==> src/spq_pkg.sv <==
// ----------------------------------------------------------------------------
// spq_pkg
// Shared types, sizes and codes for the sorted priority queue.
// ----------------------------------------------------------------------------
package spq_pkg;

    localparam int DEPTH          = 16;
    localparam int ELEMENT_WIDTH  = 16;
    localparam int PRIORITY_WIDTH = 16;
    localparam int COUNT_WIDTH    = 5;
    localparam int CMD_WIDTH      = 3;
    localparam int STATUS_WIDTH   = 2;

    typedef enum logic [CMD_WIDTH-1:0] {
        CMD_INSERT      = 3'd0,
        CMD_REMOVE_HEAD = 3'd1,
        CMD_REMOVE_ELEM = 3'd2,
        CMD_CHANGE_PRI  = 3'd3,
        CMD_CONTAINS    = 3'd4,
        CMD_CLEAR       = 3'd5
    } cmd_t;

    typedef enum logic [STATUS_WIDTH-1:0] {
        STATUS_SUCCESS     = 2'd0,
        STATUS_NOT_PRESENT = 2'd1,
        STATUS_FULL        = 2'd2
    } status_t;

    typedef enum logic [2:0] {
        CELL_HOLD,
        CELL_INSERT,
        CELL_DELETE,
        CELL_SEARCH,
        CELL_CLEAR
    } cell_op_t;

    typedef enum logic [1:0] {
        MATCH_ANY,
        MATCH_ELEM,
        MATCH_BOTH
    } match_t;

    typedef enum logic [1:0] {
        ST_IDLE,
        ST_EXEC,
        ST_REINSERT,
        ST_DONE
    } state_t;

    typedef struct packed {
        logic [CMD_WIDTH-1:0]      cmd;
        logic [ELEMENT_WIDTH-1:0]  element;
        logic [PRIORITY_WIDTH-1:0] priority_req;
        logic [PRIORITY_WIDTH-1:0] target_priority;
    } req_t;

    typedef struct packed {
        logic [STATUS_WIDTH-1:0]   status;
        logic                      found;
        logic [COUNT_WIDTH-1:0]    count;
        logic                      head_valid;
        logic [ELEMENT_WIDTH-1:0]  head_element;
        logic [PRIORITY_WIDTH-1:0] head_priority;
    } rsp_t;

    typedef struct packed {
        logic                      valid;
        logic [ELEMENT_WIDTH-1:0]  element;
        logic [PRIORITY_WIDTH-1:0] priority_val;
    } cell_data_t;

    typedef struct packed {
        cell_op_t                  op;
        match_t                    mode;
        logic [ELEMENT_WIDTH-1:0]  element;
        logic [PRIORITY_WIDTH-1:0] priority_val;
    } cell_cmd_t;

endpackage

==> src/sorted_priority_queue_unit.sv <==
// ----------------------------------------------------------------------------
// sorted_priority_queue_unit
// Sorted priority queue built as a row of compare-and-shift slots, highest
// priority at slot 0, equal priorities in arrival order.
//
//   channel  direction  payload  handshake
//   req      in         req_t    req_valid / req_stall
//   rsp      out        rsp_t    rsp_valid / rsp_stall
//
// One response beat per request beat. Most commands pass EXEC and DONE;
// change priority, if found, also passes REINSERT, as the row first closes
// the gap and then opens a new one. Each step is one shift across the slot
// row. Reset empties the queue at once. A stalled response is held in its
// register while the next request goes ahead; that request then waits for
// the slot to free before its own response is loaded.
// ----------------------------------------------------------------------------
module sorted_priority_queue_unit (
    input  logic          clk,
    input  logic          rst_n,
    input  logic          req_valid,
    output logic          req_stall,
    input  spq_pkg::req_t req,
    output logic          rsp_valid,
    input  logic          rsp_stall,
    output spq_pkg::rsp_t rsp
);
    import spq_pkg::*;

    cell_cmd_t  cell_cmd;
    cell_data_t cell_data [DEPTH];
    logic       cell_ge   [DEPTH];
    logic       cell_seen [DEPTH];

    spq_ctrl u_ctrl (
        .clk       (clk),
        .rst_n     (rst_n),
        .req_valid (req_valid),
        .req_stall (req_stall),
        .req       (req),
        .rsp_valid (rsp_valid),
        .rsp_stall (rsp_stall),
        .rsp       (rsp),
        .cell_cmd  (cell_cmd),
        .head      (cell_data[0]),
        .seen_out  (cell_seen[DEPTH-1])
    );

    for (genvar i = 0; i < DEPTH; i++)
    begin : g_cell
        cell_data_t left;
        cell_data_t right;
        logic       left_ge;
        logic       seen_in;

        if (i == 0)
        begin : g_first
            assign left    = '0;
            assign left_ge = 1'b1;
            assign seen_in = 1'b0;
        end
        else
        begin : g_mid
            assign left    = cell_data[i-1];
            assign left_ge = cell_ge[i-1];
            assign seen_in = cell_seen[i-1];
        end

        if (i == DEPTH - 1)
        begin : g_last
            assign right = '0;
        end
        else
        begin : g_inner
            assign right = cell_data[i+1];
        end

        spq_cell u_cell (
            .clk     (clk),
            .rst_n   (rst_n),
            .cmd     (cell_cmd),
            .left    (left),
            .left_ge (left_ge),
            .right   (right),
            .seen_in (seen_in),
            .data    (cell_data[i]),
            .ge      (cell_ge[i]),
            .seen    (cell_seen[i])
        );
    end

endmodule

==> src/spq_cell.sv <==
// ----------------------------------------------------------------------------
// spq_cell
// One slot of the sorted row: holds an entry, shifts it right on insert
// and left on delete, and flags priority and match results to neighbours.
// ----------------------------------------------------------------------------
module spq_cell (
    input  logic               clk,
    input  logic               rst_n,
    input  spq_pkg::cell_cmd_t cmd,
    input  spq_pkg::cell_data_t left,
    input  logic               left_ge,
    input  spq_pkg::cell_data_t right,
    input  logic               seen_in,
    output spq_pkg::cell_data_t data,
    output logic               ge,
    output logic               seen
);
    import spq_pkg::*;

    logic                      valid_reg;
    logic                      valid_next;
    logic [ELEMENT_WIDTH-1:0]  element_reg;
    logic [ELEMENT_WIDTH-1:0]  element_next;
    logic [PRIORITY_WIDTH-1:0] priority_reg;
    logic [PRIORITY_WIDTH-1:0] priority_next;
    logic                      hit;

    assign data = '{valid: valid_reg, element: element_reg, priority_val: priority_reg};
    assign ge   = valid_reg && (priority_reg >= cmd.priority_val);

    always_comb
    begin
        case (cmd.mode)
            MATCH_ANY:  hit = valid_reg;
            MATCH_ELEM: hit = valid_reg && (element_reg == cmd.element);
            MATCH_BOTH: hit = valid_reg && (element_reg == cmd.element)
                              && (priority_reg == cmd.priority_val);
            default:    hit = 1'b0;
        endcase
    end

    assign seen = seen_in || hit;

    always_comb
    begin
        valid_next    = valid_reg;
        element_next  = element_reg;
        priority_next = priority_reg;
        case (cmd.op)
            CELL_INSERT:
            begin
                if (!ge)
                begin
                    if (left_ge)
                    begin
                        valid_next    = 1'b1;
                        element_next  = cmd.element;
                        priority_next = cmd.priority_val;
                    end
                    else
                    begin
                        valid_next    = left.valid;
                        element_next  = left.element;
                        priority_next = left.priority_val;
                    end
                end
            end
            CELL_DELETE:
            begin
                if (seen)
                begin
                    valid_next    = right.valid;
                    element_next  = right.element;
                    priority_next = right.priority_val;
                end
            end
            CELL_CLEAR:
            begin
                valid_next = 1'b0;
            end
            default:
            begin
                valid_next = valid_reg;
            end
        endcase
    end

    always_ff @(posedge clk or negedge rst_n)
    begin
        if (!rst_n)
        begin
            valid_reg <= 1'b0;
        end
        else
        begin
            valid_reg <= valid_next;
        end
    end

    always_ff @(posedge clk)
    begin
        element_reg  <= element_next;
        priority_reg <= priority_next;
    end

endmodule

==> src/spq_ctrl.sv <==
// ----------------------------------------------------------------------------
// spq_ctrl
// Command sequencer: takes request beats, drives the cell row, keeps the
// entry count and builds the response beat.
// ----------------------------------------------------------------------------
module spq_ctrl (
    input  logic                clk,
    input  logic                rst_n,
    input  logic                req_valid,
    output logic                req_stall,
    input  spq_pkg::req_t       req,
    output logic                rsp_valid,
    input  logic                rsp_stall,
    output spq_pkg::rsp_t       rsp,
    output spq_pkg::cell_cmd_t  cell_cmd,
    input  spq_pkg::cell_data_t head,
    input  logic                seen_out
);
    import spq_pkg::*;

    localparam logic [COUNT_WIDTH-1:0] FULL_COUNT = COUNT_WIDTH'(DEPTH);
    localparam logic [COUNT_WIDTH-1:0] ONE        = COUNT_WIDTH'(1);

    state_t                  state_reg;
    state_t                  state_next;
    req_t                    req_reg;
    req_t                    req_next;
    logic [COUNT_WIDTH-1:0]  count_reg;
    logic [COUNT_WIDTH-1:0]  count_next;
    logic [STATUS_WIDTH-1:0] status_reg;
    logic [STATUS_WIDTH-1:0] status_next;
    logic                    found_reg;
    logic                    found_next;
    logic                    rsp_valid_reg;
    logic                    rsp_valid_next;
    rsp_t                    rsp_reg;
    rsp_t                    rsp_next;
    logic                    rsp_free;
    logic                    accept;

    assign rsp_free  = !rsp_valid_reg || !rsp_stall;
    assign req_stall = !((state_reg == ST_IDLE) || ((state_reg == ST_DONE) && rsp_free));
    assign accept    = req_valid && !req_stall;
    assign rsp_valid = rsp_valid_reg;
    assign rsp       = rsp_reg;

    always_comb
    begin
        state_next     = state_reg;
        req_next       = req_reg;
        count_next     = count_reg;
        status_next    = status_reg;
        found_next     = found_reg;
        rsp_next       = rsp_reg;
        rsp_valid_next = rsp_valid_reg && rsp_stall;
        cell_cmd       = '{op: CELL_HOLD, mode: MATCH_ANY, element: req_reg.element,
                           priority_val: req_reg.priority_req};

        case (state_reg)
            ST_IDLE:
            begin
                if (accept)
                begin
                    state_next = ST_EXEC;
                end
            end
            ST_EXEC:
            begin
                state_next = ST_DONE;
                case (req_reg.cmd)
                    CMD_INSERT:
                    begin
                        if (count_reg == FULL_COUNT)
                        begin
                            status_next = STATUS_FULL;
                        end
                        else
                        begin
                            cell_cmd.op = CELL_INSERT;
                            count_next  = count_reg + ONE;
                        end
                    end
                    CMD_REMOVE_HEAD:
                    begin
                        cell_cmd.op   = CELL_DELETE;
                        cell_cmd.mode = MATCH_ANY;
                        if (count_reg != '0)
                        begin
                            count_next = count_reg - ONE;
                        end
                    end
                    CMD_REMOVE_ELEM:
                    begin
                        cell_cmd.op   = CELL_DELETE;
                        cell_cmd.mode = MATCH_ELEM;
                        if (seen_out)
                        begin
                            count_next = count_reg - ONE;
                        end
                        else
                        begin
                            status_next = STATUS_NOT_PRESENT;
                        end
                    end
                    CMD_CHANGE_PRI:
                    begin
                        cell_cmd.op   = CELL_DELETE;
                        cell_cmd.mode = MATCH_BOTH;
                        if (seen_out)
                        begin
                            state_next = ST_REINSERT;
                        end
                        else
                        begin
                            status_next = STATUS_NOT_PRESENT;
                        end
                    end
                    CMD_CONTAINS:
                    begin
                        cell_cmd.op   = CELL_SEARCH;
                        cell_cmd.mode = MATCH_ELEM;
                        found_next    = seen_out;
                    end
                    CMD_CLEAR:
                    begin
                        cell_cmd.op = CELL_CLEAR;
                        count_next  = '0;
                    end
                    default:
                    begin
                        cell_cmd.op = CELL_HOLD;
                    end
                endcase
            end
            ST_REINSERT:
            begin
                cell_cmd.op           = CELL_INSERT;
                cell_cmd.priority_val = req_reg.target_priority;
                state_next            = ST_DONE;
            end
            ST_DONE:
            begin
                if (rsp_free)
                begin
                    rsp_valid_next        = 1'b1;
                    rsp_next.status       = status_reg;
                    rsp_next.found        = found_reg;
                    rsp_next.count        = count_reg;
                    rsp_next.head_valid   = head.valid;
                    rsp_next.head_element = head.valid ? head.element : '0;
                    rsp_next.head_priority = head.valid ? head.priority_val : '0;
                    state_next            = accept ? ST_EXEC : ST_IDLE;
                end
            end
            default:
            begin
                state_next = ST_IDLE;
            end
        endcase

        if (accept)
        begin
            req_next    = req;
            status_next = STATUS_SUCCESS;
            found_next  = 1'b0;
        end
    end

    always_ff @(posedge clk or negedge rst_n)
    begin
        if (!rst_n)
        begin
            state_reg     <= ST_IDLE;
            count_reg     <= '0;
            rsp_valid_reg <= 1'b0;
        end
        else
        begin
            state_reg     <= state_next;
            count_reg     <= count_next;
            rsp_valid_reg <= rsp_valid_next;
        end
    end

    always_ff @(posedge clk)
    begin
        req_reg    <= req_next;
        status_reg <= status_next;
        found_reg  <= found_next;
        rsp_reg    <= rsp_next;
    end

endmodule
==> config.mk <==
export PLATFORM = sky130hd
export DESIGN_NAME = sorted_priority_queue_unit
export DESIGN_NICKNAME = d
export VERILOG_FILES = /design/src/spq_pkg.sv /design/src/sorted_priority_queue_unit.sv /design/src/spq_cell.sv /design/src/spq_ctrl.sv
export SDC_FILE = /design/constraint.sdc
export NUM_CORES = 2
export LEC_CHECK = 0
export BUFFER_PORTS_ARGS = -buffer_cell sky130_fd_sc_hd__buf_2
export CAP_MARGIN = 25
export CORE_UTILIZATION = 35
export CTS_CLUSTER_SIZE = 28
export DETAILED_ROUTE_END_ITERATION = 16
export SYNTH_ARGS = -nofsm -noshare
export SYNTH_HDL_FRONTEND = slang
export SYNTH_HIERARCHICAL = 1
export SYNTH_SLANG_ARGS = --single-unit
export TNS_END_PERCENT = 50
==> constraint.sdc <==
create_clock -name clk -period 10.45 [get_ports clk]
set_input_delay 1.045 -clock clk [delete_from_list [all_inputs] [get_ports clk]]
set_output_delay 1.045 -clock clk [all_outputs]
set_load 0.05 [all_outputs]
* After elaboration in Yosys (flattened, before gate mapping)
Cells that the tools add are included.
** Storage, ports and cells
- Register bits :: 631
- Input bits :: 55
- Logic and storage cells :: 510
** Cells by class
- Add/sub/neg operators :: 2
- $lt $le $gt $ge :: 16
- Eq/ne operators :: 85
- Muxes and demuxes :: 225
- Reductions and logical operators :: 119
** Operator list (count)
- 16-bit 2-to-1 mux :: 94
- 16-bit case mux with 2 select lines :: 32
- 16-bit equality test :: 32
- 16-bit greater-or-equal comparator :: 16
- 1-bit case mux with 3 select lines :: 32
- 3-bit AND reduction :: 32
- 1-bit 2-to-1 mux :: 52
- 1-bit logical AND :: 51
- 2-bit by 1-bit != test with 1-bit output, second input constant :: 20
- 2-bit != test, second input constant :: 19
- 5-bit case mux with 4 select lines :: 1
- 1-bit logical OR :: 17
- 5-bit 2-to-1 mux :: 3
- 2-bit 2-to-1 mux :: 6
- 3-bit case mux with 4 select lines :: 1
- 3-bit by 2-bit equality test with 1-bit output, second input constant :: 3
- 3-bit equality test, second input constant :: 3
- 2-bit case mux with 2 select lines :: 2
- 2-bit case mux with 4 select lines :: 1
- 2-bit equality test, second input constant :: 3
- 3-bit by 1-bit equality test with 1-bit output, second input constant :: 2
- 3-bit case mux with 2 select lines :: 1
- 2-bit AND reduction :: 3
- 5-bit by 1-bit adder with 5-bit output, second input constant :: 1
- 14 further kinds :: 20

* Longest topological paths before layout
- Depth in word-level cells :: 24
- Mapped depth :: 47

* By module
The synthesis kept the hierarchy.
** Modules (own cells, without submodules)
- spq_cell (g_cell[0].u_cell ...) :: times used 10, cells an instance 241, area an instance 2338.5 sq um, seq. area each 985.9 sq um
- spq_cell (g_cell[4].u_cell ...) :: times used 6, cells an instance 242, area an instance 2372.3 sq um, seq. area each 985.9 sq um
- spq_ctrl :: times used 1, cells an instance 256, area an instance 4174.0 sq um, seq. area each 3022.9 sq um
- sorted_priority_queue_unit :: times used 1, cells an instance 2, area an instance 7.5 sq um, seq. area each 0.0 sq um

* Worst setup path before layout
OpenSTA, ideal clock, no wires.
- Path kind :: register to register
- Start :: register u_ctrl.state_reg[1]
- End :: register g_cell[15].u_cell.element_reg[0], enable pin
- Library setup time :: 0.600 ns
- Arrival :: 6.893 ns
- Required time :: 9.850 ns
- Setup slack :: 2.956 ns
- Cell stages (with the launch flop) :: 40
- Buffers on the path :: 1
- Clock period less this slack :: 7.494 ns
- Cells stage by stage :: dfrtp_1 > inv_1 > ha_1 > buf_12 > nor3b_1 > nand3b_1 > a211o_1 > nand2_1 > a21oi_1 > nand2_1 > a21oi_1 > nand2_1 > a21oi_1 > nand2_1 > a21oi_1 > o31ai_1 > a21oi_1 > o31ai_1 > [4 not listed] > a21oi_1 > o31ai_1 > a21oi_1 > o31ai_1 > a21oi_1 > nand2_1 > a21oi_1 > nand2_1 > a21oi_1 > nand2_1 > a21oi_1 > nand2_1 > a21oi_1 > nand2_1 > a21oi_1 > nand2_1 > nand2_1 > a21oi_1
** RTL lines
- from (decl) :: RTL line spq_ctrl.sv:24 : state_t state_reg;
- from (signal assigned) :: RTL line spq_ctrl.sv:179 : state_reg <= state_next;
- to (signal assigned) :: RTL line spq_cell.sv:102 : element_reg <= element_next;
- to (decl) :: RTL line spq_cell.sv:22 : logic [ELEMENT_WIDTH-1:0] element_reg;

==> out/results.txt <==
Synth-to-Final Area Change - 12.66%
Post-DRT Antenna Nets - 0
Pre-antenna DRT Iters - 6
Largest net degree at the start of global routing - 72
Layout fillers - 11608
Skew-Pair Late Insertion Delay - 0.64 ns
Mapped cell area - 41800 um^2
Setup Crit Path Kind - flop to flop
Synth Warn # - 6
Hold depth - 0
Layout Utilization - 0.3982
Worst Tran Pin Value - 1.045 ns
Final hold viol count - 0
Min setup slack post-route - 1.936 ns
Wirelength per Cell - 19.76 um
Max-slew violations - 0
Critical Path Slowest Stage Cell - mux2_2
Layout cell share with drive strength beyond 1 - 0.09586
Post-route minimum period - 8.514 ns
Post-CTS resize count - 0
Via density - 5.399
Startpoint Class - flop
Crit Path Max Fanout - 32
Critical Path RT - 10.94 ns
CTS tree - built
Critical path's most frequent cell - a21oi_1
Initial Util - 0.3535
Max-Cap Viols - 0
Die extent in x - 347.6 um
Synth Area per Inst - 10.15 um^2
Area of the multi-input gates - 21550 um^2
Clock-pin slew on the worst setup and hold paths - 0.05 ns
Post-CTS setup buffers - 0
Core footprint - 118200 um^2
Total I/O pin count - 98
Element type at the critical path end - flop
Die Y - 347.6 um
Final setup fails - 0
First-pass GRT wire length - 180.7 mm
Clock sink count - 631
Status - complete, no violations
R2R depth - 45
Port Buf Inserts - 97
Final Wtd Congestion - 0.8584
Initial drt markers - 2628
Clock Path Buffers - 3
Skew final - 0.02751 ns
Routed WL - 115.3 mm
Syn Inst Count - 4119
Critical Path AT - 9.01 ns
Peak Freq - 0.1175 GHz
Initial antenna violation count - 7
Reg area - 18800 um^2
Post-DP HPWL - 82.32 mm
Vias in the first global route - 31032
Crit-path max cell delay - 0.80 ns
Final period utilization - 0.8147
Slew margin rel. - 0.3016
DR vias - 31497
Root Driver - clkbuf_16
# DRC - 0
RSZ-0062 raised after global routing - no
Gr usage total - 0.1863
Row cnt - 126
Final #Nets - 4559
Die Area - 120800 um^2
# diodes - 0
Final setup TNS - 0 ns
Remaining Overflow, GRT - 0
Number of hold buffers added after CTS - 0
Num CTS Buffers - 76
Hold Crit Class - flop to flop
Pre-CTS setup slack - 1.996 ns
CTS H-Tree Depth - 3
path summary, 6_finish.rpt:
kind / startpoint / end / slack (ns)
worst max-delay path: u_ctrl/state_reg[0] / u_ctrl/status_reg[0] / 1.94
worst min-delay path: u_ctrl/status_reg[1] / u_ctrl/rsp[40] / 0.44
worst max register to register: u_ctrl/state_reg[0] / u_ctrl/status_reg[0] / 1.94
worst min register to register: u_ctrl/status_reg[1] / u_ctrl/rsp[40] / 0.44
max in group asynchronous: rst_n / u_ctrl/count_reg[4] / 9.25
min in group asynchronous: rst_n / g_cell[15].u_cell/valid_reg / 0.58
cell type report:
type                       instances  area share
inverter                         298     0.02376
clock inverter                    37    0.006510
sequential                       631      0.3992
tap                             1536     0.04082
multi-input combinational       3039      0.4576
clock buffer                     100     0.04297
timing repair buffer             193     0.02912
worst max-delay path: cells and delay by family, from the launching register on:
kind | cells | cell delay (ns)
DFF | 1 | 0.42
AOI/OAI and AO/OA | 23 | 3.59
muxes | 2 | 1.01
and+or+nand+nor | 16 | 2.07
buffers and inverters | 2 | 0.24
adders and majority gates | 2 | 1.05
metrics by stage:
step,area [um^2],instances,hold WS [ns]
6_report,47090,5834,0.4393
5_1_grt,47090,5834,0.4536
4_1_cts,47080,5833,0.4389
3_5_place_dp,44750,5696,0.4260
3_3_place_gp,44490,5684,0.4297
2_1_floorplan,42040,4185,0.4076
placed cells by master (no fill, tap or decap), types with 68 or more instances in the layout:
| cell | n |
|---|---|
| o21ai_0 | 521 |
| edfxtp_1 | 604 |
| mux2i_1 | 514 |
| xor2_1 | 241 |
| conb_1 | 68 |
| ha_1 | 264 |
| nor2_1 | 92 |
| clkbuf_16 | 77 |
| a21oi_1 | 151 |
| nand2_1 | 585 |
| inv_1 | 288 |
| buf_2 | 97 |
| buf_4 | 83 |
per-layer routing:
| metal | global-route usage | routed length [um] | up-vias |
|---|---|---|---|
| met1 | 0.2750 | 56360 | 15559 |
| met5 | 0 | 44 | - |
| met2 | 0.2882 | 51540 | 728 |
| li1 | - | - | 15064 |
| met3 | 0.02255 | 5333 | 140 |
| met4 | 0.04477 | 2025 | 6 |
Power is left out: the tool's default activity adds up to more than one toggle a clock period on the data nets, which glitch-free logic cannot reach.
